[config.mk]
export PLATFORM = sky130hd
export DESIGN_NAME = mwm_divider
export DESIGN_NICKNAME = d
export VERILOG_FILES = /design/src/rtl/core/mwm_pkg.sv /design/src/rtl/core/mwm_divider.sv
export SDC_FILE = /design/constraint.sdc
export NUM_CORES = 2
export LEC_CHECK = 0
export ABC_CLOCK_PERIOD_IN_PS = 9900
export BUFFER_PORTS_ARGS = -buffer_cell sky130_fd_sc_hd__buf_2
export CAP_MARGIN = 20
export CORE_AREA = 2 2 480 482
export DETAILED_ROUTE_END_ITERATION = 8
export DIE_AREA = 0 0 482 484
export GPL_ROUTABILITY_DRIVEN = 0
export SETUP_SLACK_MARGIN = 0.1
export SLEW_MARGIN = 20
export SYNTH_ARGS = -nofsm -noshare
export SYNTH_HDL_FRONTEND = slang
export SYNTH_SLANG_ARGS = --single-unit
[constraint.sdc]
create_clock -name clk -period 9.9 [get_ports clk]
set_input_delay 0.495 -clock clk [delete_from_list [all_inputs] [get_ports clk]]
set_output_delay 0.495 -clock clk [all_outputs]
set_load 0.005 [all_outputs]
[src/rtl/core/mwm_pkg.sv]
// Shared types and constants for the mecanum wheel mixer.
`timescale 1ns / 1ps
`default_nettype none

package mwm_pkg;

  // Wheel count and datapath widths
  localparam int WHEELS  = 4;
  localparam int SUM_W   = 18;  // wheel sum, signed, up to +-98304
  localparam int MAG_W   = 17;  // wheel magnitude, unsigned
  localparam int LIMIT_W = 15;  // speed limit register
  localparam int QUOT_W  = 15;  // scaled magnitude, never above the limit
  localparam int NUM_W   = MAG_W + LIMIT_W;  // magnitude times limit

  localparam logic [LIMIT_W-1:0] LIMIT_RESET = 15'd16384;
  // Divisor used when no scaling applies: num = mag << QUOT_W, so quot = mag
  localparam logic [MAG_W-1:0]   UNITY_DEN   = 17'h08000;

  // Input beat: one body velocity command
  typedef struct packed {
    logic signed [15:0] forward_velocity;
    logic signed [15:0] sideways_velocity;
    logic signed [15:0] rotation_rate;
  } mwm_in_t;

  // Output beat: four wheel current commands
  typedef struct packed {
    logic signed [15:0] front_left_drive;
    logic signed [15:0] front_right_drive;
    logic signed [15:0] rear_left_drive;
    logic signed [15:0] rear_right_drive;
  } mwm_out_t;

  // Mixer front end to divider pipeline
  typedef struct packed {
    logic                               valid;
    logic [WHEELS-1:0]                  neg;
    logic [MAG_W-1:0]                   den;
    logic [WHEELS-1:0][NUM_W-1:0]       num;
  } mwm_div_in_t;

endpackage

`default_nettype wire

[src/rtl/core/mwm_divider.sv]
// Four-lane restoring divider, one quotient bit per pipeline stage.
`timescale 1ns / 1ps
`default_nettype none

module mwm_divider import mwm_pkg::*; (
  input  logic                          clk,
  input  logic                          rst,
  input  mwm_div_in_t                   div_in,
  output logic                          valid,
  output logic [WHEELS-1:0]             neg,
  output logic [WHEELS-1:0][QUOT_W-1:0] quot
);

  // Per-stage pipeline registers; stage 0 is the input register
  logic                          vld  [0:QUOT_W];
  logic [WHEELS-1:0]             sgn  [0:QUOT_W];
  logic [WHEELS-1:0][QUOT_W-1:0] qt   [0:QUOT_W];
  logic [MAG_W-1:0]              den  [0:QUOT_W-1];
  logic [WHEELS-1:0][MAG_W-1:0]  rem  [0:QUOT_W-1];
  logic [WHEELS-1:0][QUOT_W-1:0] low  [0:QUOT_W-1];

  // Load: upper dividend bits start the remainder (below the divisor)
  always_ff @(posedge clk) begin
    if (rst) begin
      vld[0] <= 1'b0;
    end else begin
      vld[0] <= div_in.valid;
    end
    sgn[0] <= div_in.neg;
    den[0] <= div_in.den;
    for (int l = 0; l < WHEELS; l++) begin
      rem[0][l] <= div_in.num[l][NUM_W-1:QUOT_W];
      low[0][l] <= div_in.num[l][QUOT_W-1:0];
      qt[0][l]  <= '0;
    end
  end

  for (genvar k = 0; k < QUOT_W; k++) begin : g_stage
    logic [WHEELS-1:0][MAG_W-1:0]  rem_next;
    logic [WHEELS-1:0][QUOT_W-1:0] low_next;
    logic [WHEELS-1:0]             qbit;

    // Shift in the next dividend bit, subtract if it fits
    for (genvar l = 0; l < WHEELS; l++) begin : g_lane
      logic [MAG_W:0] trial;
      logic [MAG_W:0] diff;
      assign trial       = {rem[k][l], low[k][l][QUOT_W-1]};
      assign diff        = trial - {1'b0, den[k]};
      assign qbit[l]     = trial >= {1'b0, den[k]};
      assign rem_next[l] = qbit[l] ? diff[MAG_W-1:0] : trial[MAG_W-1:0];
      assign low_next[l] = {low[k][l][QUOT_W-2:0], 1'b0};
    end

    always_ff @(posedge clk) begin
      if (rst) begin
        vld[k+1] <= 1'b0;
      end else begin
        vld[k+1] <= vld[k];
      end
      sgn[k+1] <= sgn[k];
      for (int l = 0; l < WHEELS; l++) begin
        qt[k+1][l] <= {qt[k][l][QUOT_W-2:0], qbit[l]};
      end
    end

    // Remainder path ends one stage before the quotient
    if (k < QUOT_W - 1) begin : g_carry
      always_ff @(posedge clk) begin
        den[k+1] <= den[k];
        rem[k+1] <= rem_next;
        low[k+1] <= low_next;
      end
    end
  end

  assign valid = vld[QUOT_W];
  assign neg   = sgn[QUOT_W];
  assign quot  = qt[QUOT_W];

endmodule

`default_nettype wire

==> results.toml <==
[outcome]
status = "finished clean"

[yosys]
ys_types = 94
avgSynthCellArea_um2 = 10.1
synth.net_count = 11345
yosys_warnings = 0
async_flop_share_pct = 0
synth_top_area_share_pct = 45.4
synth_common_cells = "dfxtp_1 (2,315), ha_1 (1,020), a21oi_1 (739)"
synth_area_leader_cell = "dfxtp_1"
synth_seq_cells = 2315
synthCells = 10117
synth-main-ff-cell = "dfxtp_1"
ys_top_cells_by_area = "dfxtp_1 (45%), ha_1 (13%), mux2_2 (5.2%)"
synth.most_common_cell = "dfxtp_1"
synth-edff-count = 0
syn_area_um2 = 102000
synth-seq-area-share_pct = 45.4

[global_routing]
grt_pass1_vias = 73176
antenna_found_initial = 7
grt_pass1_wl_um = 425000
grt_usage_pct = 23.5
grt_overflow = 0
grt_max_degree = 35

[min_path]
min_delay_path_depth = 2
worstHoldPathType = "primary input to register"

[die]
core_area_um2 = 229000
die_x_um = 482
dieArea_um2 = 233000
die_h_um = 484
rows = 176
start_util_pct = 44.6
io_pins = 217

[timing]
setup_viol = 0
max_slew.worst_pin.slew_ps = 1240
holdWs_ps = 208
setup_tns_ps = 0
period_minus_slack_ps = 4340
rsz0062_at_grt = "no"
period_share_pct = 43.8
hold_viol = 0
fmax_mhz = 230
drv_slew = 0
slew_headroom_pct = 16.5
finalWorstSetupSlack_ps = 5560
skew_ps = 60.6

[cts]
insertion_delay_ps = 890
cts_tree = "yes"
clock_sinks = 2315
root_buffer = "clkbuf_16"
htree_levels = 4
cts.clk_slew.worst_paths_ps = 60
cts-buffers-inserted = 237
cts_buffer_depth = 3

[setup_path]
arrival_ps = 5100
path_max_fanout = 17
critPathLaunchType = "register"
rr_worst_depth = 11
worstSetupPathType = "register to register"
cp-end-kind = "register"
required_ps = 10660

[pwr]
power_density_nw_per_um2 = 389
ir_worst_vdd_mv = 0.189
p_leak_nw = 51.4
finalPower_mw = 45.2

[routing]
viasPerCell = 5.42
ant_nets = 0
drtIter0Drc = 5663
drt_wl_total_um = 282000
drc_errors = 0
num_vias = 74598
dr.pass1.iters = 8
wl_per_cell_um = 20.5

[placed_design]
dp_hpwl_um = 224000
post-place-ws_ps = 5680
portBuffers = 216

[final_layout]
num-nets-final = 11753
drive_above_1_share_pct = 11.6
syn2layout_area_growth_pct = 13.9

[run]
cap_violations = 0
[power breakdown]
group | total [mW] | switching, mW | internal (mW)
registers | 14.8 | 2.21 | 12.6
clock network | 9.55 | 3.87 | 5.68
logic | 20.8 | 11.5 | 9.36
total | 45.2 | 17.5 | 27.6
[placed cells by master, fill, tap and decap left out, types with 120 or more instances in the layout]
cell	synthesis	routed
nand3_1	145	145
dfxtp_1	2315	2315
o21bai_1	120	120
ha_1	1020	1020
a21o_1	389	389
nor3_1	126	124
dlygate4sd3_1	0	152
a21oi_1	739	733
nand2_1	645	645
inv_1	568	568
buf_2	26	216
o21ai_0	625	625
xnor2_1	427	427
mux2_2	472	472
clkbuf_16	0	237
nor2_1	597	597
nand4_1	129	129
xor2_1	320	320
nor2b_1	139	139
[critical path, cell delays in order (launching register included)]
cell and delay (ps):
dfxtp_1 430, inv_1 190, ha_1 390, a21o_1 230, a21o_1 180, a21oi_1 330
a21boi_0 970, o31ai_1 480, a21oi_1 290, a21oi_2 120, buf_4 260, mux2_2 330
[sequential cells by signal (all words and copies together) (netlist names)]
signal and flops:
den 255, low 480, sgn 64, qt 480, vld 16, rem 1020
[kinds of logic after synthesis]
logic type,count (synthesis),share of synthesized area (%)
adders and majority gates,1076,13.6
AOI/OAI and AO/OA,2540,15.6
DFF,2315,45.4
muxes,544,6.01
and+or+nand+nor,2101,9.71
buffers and inverters,794,3.27
xor gates and xnor gates,747,6.41
[final timing paths]
path / startpoint / to / slack, ps
max: den[9][7]$_DFF_P_ / rem[10][30]$_DFF_P_ / 5560
min: div_in[119] / rem[0][59]$_DFF_P_ / 210
max reg2reg: den[9][7]$_DFF_P_ / rem[10][30]$_DFF_P_ / 5560
min reg2reg: qt[1][417]$_DFF_P_ / qt[1][478]$_DFF_P_ / 300
[area by class of cell]
cell class	count	area, um^2
fill	20380	112000
sequential	2315	46300
multi-input combinational	7008	52500
timing repair buffer	395	2820
antenna	3	7.51
tap	3026	3790
clock buffer	311	6590
inverter	568	2130
clock inverter	134	1960
[metal layers]
metal  track usage [%]  part of all wire, %  vias up
li1                  -                    -    36509
met1              30.1                   43    35003
met2              38.4                   46     2482
met3              3.59                  5.9      602
met4              12.0                  5.5        2
met5                 0               0.0046        -
[repair_timing]
item,4_1_cts,5_1_grt
resized for setup,0,0
endpoints found under the hold margin,165,0
buffers inserted,0,0
hold buffers,152,0
[stage by stage]
step	utilization (%)	instances	area (um^2)
2_1_floorplan	-	10117	102000
3_3_place_gp	46.4	13158	106000
3_5_place_dp	46.4	13158	106000
4_1_cts	50.8	13755	116000
5_1_grt	50.8	13758	116000
6_report	50.8	13760	116000
Note: power is estimated with default switching activity, not from simulation.
