## src/rtl/core/mwm_pkg.sv

```systemverilog
// Shared types and constants for the mecanum wheel mixer.
`timescale 1ns / 1ps
`default_nettype none

package mwm_pkg;

  // Wheel count and datapath widths
  localparam int WHEELS  = 4;
  localparam int SUM_W   = 18;  // wheel sum, signed, up to +-98304
  localparam int MAG_W   = 17;  // wheel magnitude, unsigned
  localparam int LIMIT_W = 15;  // speed limit register
  localparam int QUOT_W  = 15;  // scaled magnitude, never above the limit
  localparam int NUM_W   = MAG_W + LIMIT_W;  // magnitude times limit

  localparam logic [LIMIT_W-1:0] LIMIT_RESET = 15'd16384;
  // Divisor used when no scaling applies: num = mag << QUOT_W, so quot = mag
  localparam logic [MAG_W-1:0]   UNITY_DEN   = 17'h08000;

  // Input beat: one body velocity command
  typedef struct packed {
    logic signed [15:0] forward_velocity;
    logic signed [15:0] sideways_velocity;
    logic signed [15:0] rotation_rate;
  } mwm_in_t;

  // Output beat: four wheel current commands
  typedef struct packed {
    logic signed [15:0] front_left_drive;
    logic signed [15:0] front_right_drive;
    logic signed [15:0] rear_left_drive;
    logic signed [15:0] rear_right_drive;
  } mwm_out_t;

  // Mixer front end to divider pipeline
  typedef struct packed {
    logic                               valid;
    logic [WHEELS-1:0]                  neg;
    logic [MAG_W-1:0]                   den;
    logic [WHEELS-1:0][NUM_W-1:0]       num;
  } mwm_div_in_t;

endpackage

`default_nettype wire

```

## src/rtl/core/mwm_mix.sv

```systemverilog
// Mixer front end: wheel sums, magnitudes, peak search and scale setup.
`timescale 1ns / 1ps
`default_nettype none

module mwm_mix import mwm_pkg::*; (
  input  logic               clk,
  input  logic               rst,
  input  logic               in_valid,
  input  mwm_in_t            command,
  input  logic [LIMIT_W-1:0] speed_limit,
  output mwm_div_in_t        div_in
);

  // Stage 1: wheel sums
  logic                                  valid1;
  logic [WHEELS-1:0][SUM_W-1:0]          wheel;
  logic signed [SUM_W-1:0]               vx, vy, wz;

  assign vx = SUM_W'(command.forward_velocity);
  assign vy = SUM_W'(command.sideways_velocity);
  assign wz = SUM_W'(command.rotation_rate);

  always_ff @(posedge clk) begin
    if (rst) begin
      valid1 <= 1'b0;
    end else begin
      valid1 <= in_valid;
    end
    wheel[0] <= vx - vy - wz;  // front left
    wheel[1] <= vx + vy + wz;  // front right
    wheel[2] <= vx + vy - wz;  // rear left
    wheel[3] <= vx - vy + wz;  // rear right
  end

  // Stage 2: sign and magnitude per wheel
  logic                         valid2;
  logic [WHEELS-1:0]            neg2;
  logic [WHEELS-1:0][MAG_W-1:0] mag2;

  always_ff @(posedge clk) begin
    if (rst) begin
      valid2 <= 1'b0;
    end else begin
      valid2 <= valid1;
    end
    for (int i = 0; i < WHEELS; i++) begin
      neg2[i] <= wheel[i][SUM_W-1];
      mag2[i] <= wheel[i][SUM_W-1] ? MAG_W'(-wheel[i]) : wheel[i][MAG_W-1:0];
    end
  end

  // Stage 3: largest magnitude (two-level compare tree)
  logic                         valid3;
  logic [WHEELS-1:0]            neg3;
  logic [WHEELS-1:0][MAG_W-1:0] mag3;
  logic [MAG_W-1:0]             peak3;
  logic [MAG_W-1:0]             max01, max23;

  assign max01 = (mag2[1] > mag2[0]) ? mag2[1] : mag2[0];
  assign max23 = (mag2[3] > mag2[2]) ? mag2[3] : mag2[2];

  always_ff @(posedge clk) begin
    if (rst) begin
      valid3 <= 1'b0;
    end else begin
      valid3 <= valid2;
    end
    neg3  <= neg2;
    mag3  <= mag2;
    peak3 <= (max23 > max01) ? max23 : max01;
  end

  // Scale setup: numerator and common divisor, registered in the divider
  logic scale;

  assign scale = peak3 > {{(MAG_W-LIMIT_W){1'b0}}, speed_limit};

  always_comb begin
    div_in.valid = valid3;
    div_in.neg   = neg3;
    div_in.den   = scale ? peak3 : UNITY_DEN;
    for (int i = 0; i < WHEELS; i++) begin
      if (scale) begin
        div_in.num[i] = {{LIMIT_W{1'b0}}, mag3[i]} * {{MAG_W{1'b0}}, speed_limit};
      end else begin
        // No scaling: magnitude is at most the limit, so it fits QUOT_W bits
        div_in.num[i] = {{(NUM_W-2*QUOT_W){1'b0}}, mag3[i][QUOT_W-1:0], {QUOT_W{1'b0}}};
      end
    end
  end

endmodule

`default_nettype wire

```

## config.mk

```make
export PLATFORM = sky130hd
export DESIGN_NAME = mwm_mix
export DESIGN_NICKNAME = d
export VERILOG_FILES = /design/src/rtl/core/mwm_pkg.sv /design/src/rtl/core/mwm_mix.sv
export SDC_FILE = /design/constraint.sdc
export NUM_CORES = 2
export LEC_CHECK = 0
export BUFFER_PORTS_ARGS = -buffer_cell sky130_fd_sc_hd__clkbuf_2
export CAP_MARGIN = 20
export CORE_ASPECT_RATIO = 0.7
export CORE_MARGIN = 2
export CORE_UTILIZATION = 30
export DETAILED_ROUTE_END_ITERATION = 7
export PLACE_DENSITY = 0.45
export SLEW_MARGIN = 20
export SYNTH_ARGS = -nofsm -noshare
export SYNTH_HDL_FRONTEND = slang
export SYNTH_SLANG_ARGS = --single-unit
```

## constraint.sdc

```tcl
create_clock -name clk -period 14.48 [get_ports clk]
set_input_delay 0.724 -clock clk [delete_from_list [all_inputs] [get_ports clk]]
set_output_delay 0.724 -clock clk [all_outputs]
set_load 0.01 [all_outputs]
```

==> impl_results.md <==
* Status: complete, no violations
* Fmax at 113 MHz
* RSZ-0062 raised after global routing: no
* Critical path capture point type: output port
* Vias per inst at 4.66
* Synth Area per Inst at 8.70 um2
* Post-Syn Area at 47000 um2
* GP Congestion at 0.874
* All-Layer GR Usage at 18.8%
* I/O Buffers at 215
* Final Hold Viols at 0
* Largest net degree at the start of global routing at 76
* Async SR Flop Fraction at 0%
* Post-DP HPWL at 121 mm
* Post-DRT Antenna Nets at 0
* CP Class: primary input to output port
* Layout area overhead at 8.48%
* Post-synthesis cell count at 5407
* Reg-to-Reg End: peak3[0]$_DFF_P_
* Residual DRC at 0
* Fillers at 16500
* CP peak stage delay at 0.64 ns
* Worst R2R Setup Slack at 9.32 ns
* Setup tns final at 0 ns
* Crit path launch type: primary input
* Commonest cells in the netlist: 1045 x inv_1, 778 x fa_1, 610 x nand2_1
* Reg2reg path depth at 20
* Initial antenna violation count at 13
* Relative slew slack at 23.5%
* Die ar. at 160000 um2
* Die extent in x at 477 um
* Total gr overflow at 0
* FP Rows at 121
* Post-CTS setup buffer count at 0
* Most frequent cell after synthesis: inv_1
* Vias in the first global route at 36600
* Pins over their slew limit at 0
* Worst flop-to-flop path startpoint: mag2[42]$_DFF_P_
* Data required, critical path at 13.76 ns
* Total number of vias at 35200
* First-pass GRT wire length at 231 mm
* Synth Warn # at 0
* Top FF cell, synth: dfxtp_1
* DRT Pass-1 Iters at 5
* Clock Sinks at 230
* Total CTS buffers at 28
* HP Class: register to register
* Total core area at 156000 um2
* Seq/Total Area, Yosys at 9.79%
* I/O pin count at 216
* Max_cap viols at 0
* Synth top area share at 33.1%
* Synth cell types at 84
* Skew-Pair Late Insertion Delay at 0.59 ns
* Critical path endpoint: div_in[95]
* Root buf cell: clkbuf_16
* Initial DRC Count at 2181
* Starting Density at 30.2%
* # H-tree levels at 1
* Clock Skew at 0.0386 ns
* Top post-synthesis cells by area: fa_1 33%, ha_1 15%, dfxtp_1 9.8%, inv_1 8.3%, and2_1 8.0%
* Slowest-stage cell, CP: o31ai_1
* Critical path arrival at 8.09 ns
* Worst-path maximum fanout at 36
* Routed WL per cell at 19.8 um
* Critical Path Start: speed_limit[0]
* Post-synth EDFFs at 0
* Final net count at 6841
* CTS tree: done
* #FFs+latches synth at 230
* Share of post-route cells with drive strength above 1 at 6.44%
* Clock-pin transition on the worst setup and hold timing paths at 0.05 ns
* CTS Hold Bufs at 0
* Final min period at 8.81 ns
* Deepest clock path buffer count at 3
* Die Ht at 335 um
* Syn nets at 6805
* # setup viols final at 0
* CTS resizes at 0
* Crit share post-route at 60.9%
* Synth area leader: fa_1
* Total length of routed wires at 150 mm
* Worst-Margin Slew at 1.15 ns
[sequential cells by signal (all words and copies together) (netlist names)]
name and cells:
peak3 17, valid3 1, neg3 4, valid1 1, valid2 1, mag3 66
wheel 70, mag2 66, neg2 4
[layer usage]
| metal | up-vias | global-route usage (%) | part of all wire [%] |
|---|---|---|---|
| met5 | - | 0 | 0.017 |
| met4 | 4 | 2.98 | 1.7 |
| met3 | 107 | 2.45 | 4.9 |
| met2 | 760 | 29.3 | 43 |
| met1 | 17600 | 28.1 | 50 |
| li1 | 16800 | - | - |
[logic make-up after synthesis]
| kind of cell | count (synthesis) | synth area share (%) |
|---|---|---|
| and+or+nand+nor | 1619 | 17.4 |
| adders and majority gates | 1332 | 47.8 |
| buffers and inverters | 1286 | 10.3 |
| AOI/OAI and AO/OA | 661 | 9.30 |
| xor gates and xnor gates | 241 | 4.49 |
| DFF | 230 | 9.79 |
| muxes | 38 | 0.851 |
[area by class of cell]
cell class / instances / area, um2 / area share (%)
clock inverters: 17 / 215 / 0.422
diodes: 4 / 10.0 / 0.0196
well taps: 2091 / 2620 / 5.13
multi-input cells: 3891 / 37600 / 73.7
inverters: 1045 / 3920 / 7.69
repair buffers: 247 / 1320 / 2.58
flip-flops and latches: 230 / 4600 / 9.02
clock buffers: 32 / 746 / 1.46
[cells in the final DEF, fill, tap and decap left out, types with 10 or more instances in the layout]
cell type / instances
mux2_2: 16
inv_1: 1045
o21a_1: 44
a211oi_1: 11
nand3_1: 27
ha_1: 554
or2_2: 10
mux2i_1: 22
nor3_1: 44
buf_4: 32
and3_1: 17
xnor2_1: 156
nor3b_1: 11
o21ai_0: 150
o31ai_1: 23
or3_1: 18
o21bai_1: 33
fa_1: 778
nand2_1: 610
a21oi_1: 165
o211ai_1: 11
clkbuf_2: 215
dfxtp_1: 230
a21o_1: 96
nor2b_1: 42
and2_1: 602
nor2_1: 151
nand2b_1: 42
clkbuf_16: 28
o41ai_1: 15
a31oi_1: 14
nand4_1: 18
xor2_1: 85
[through the flow]
stage | instances | util [%] | hold slack, ns | setup WS [ns] | instance area, um2
after floorplan | 5407 | - | 0.310 | 7.16 | 47000
final | 7557 | 32.8 | 0.324 | 5.67 | 51000
after CTS | 7553 | 32.8 | 0.325 | 5.64 | 51000
after detailed placement | 7504 | 32.2 | 0.314 | 5.67 | 50100
after global routing | 7554 | 32.8 | 0.341 | 5.30 | 51000
after global placement | 7504 | 32.2 | 0.314 | 5.75 | 50100
[critical path, delay by kind of cell]
| family | cells | cell delay [ns] |
|---|---|---|
| fa+ha+maj | 7 | 3.33 |
| buf+inv | 9 | 1.48 |
| simple gates | 6 | 1.27 |
| compound gates | 4 | 1.23 |
[how the worst min path moves through the flow]
stage | from | end | slack, ns | cells after the start
after floorplan | neg2[0]$_DFF_P_ | neg3[0]$_DFF_P_ | 0.31 | 0
after global placement | neg2[0]$_DFF_P_ | neg3[0]$_DFF_P_ | 0.31 | 0
after detailed placement | neg2[1]$_DFF_P_ | neg3[1]$_DFF_P_ | 0.31 | 0
after CTS | rst | valid3$_SDFF_PP0_ | 0.32 | 2
after global routing | neg2[0]$_DFF_P_ | neg3[0]$_DFF_P_ | 0.34 | 0
final | neg2[0]$_DFF_P_ | neg3[0]$_DFF_P_ | 0.32 | 0
Power is left out: the tool's default activity adds up to more than one toggle a clock period on the data nets, which glitch-free logic cannot reach.
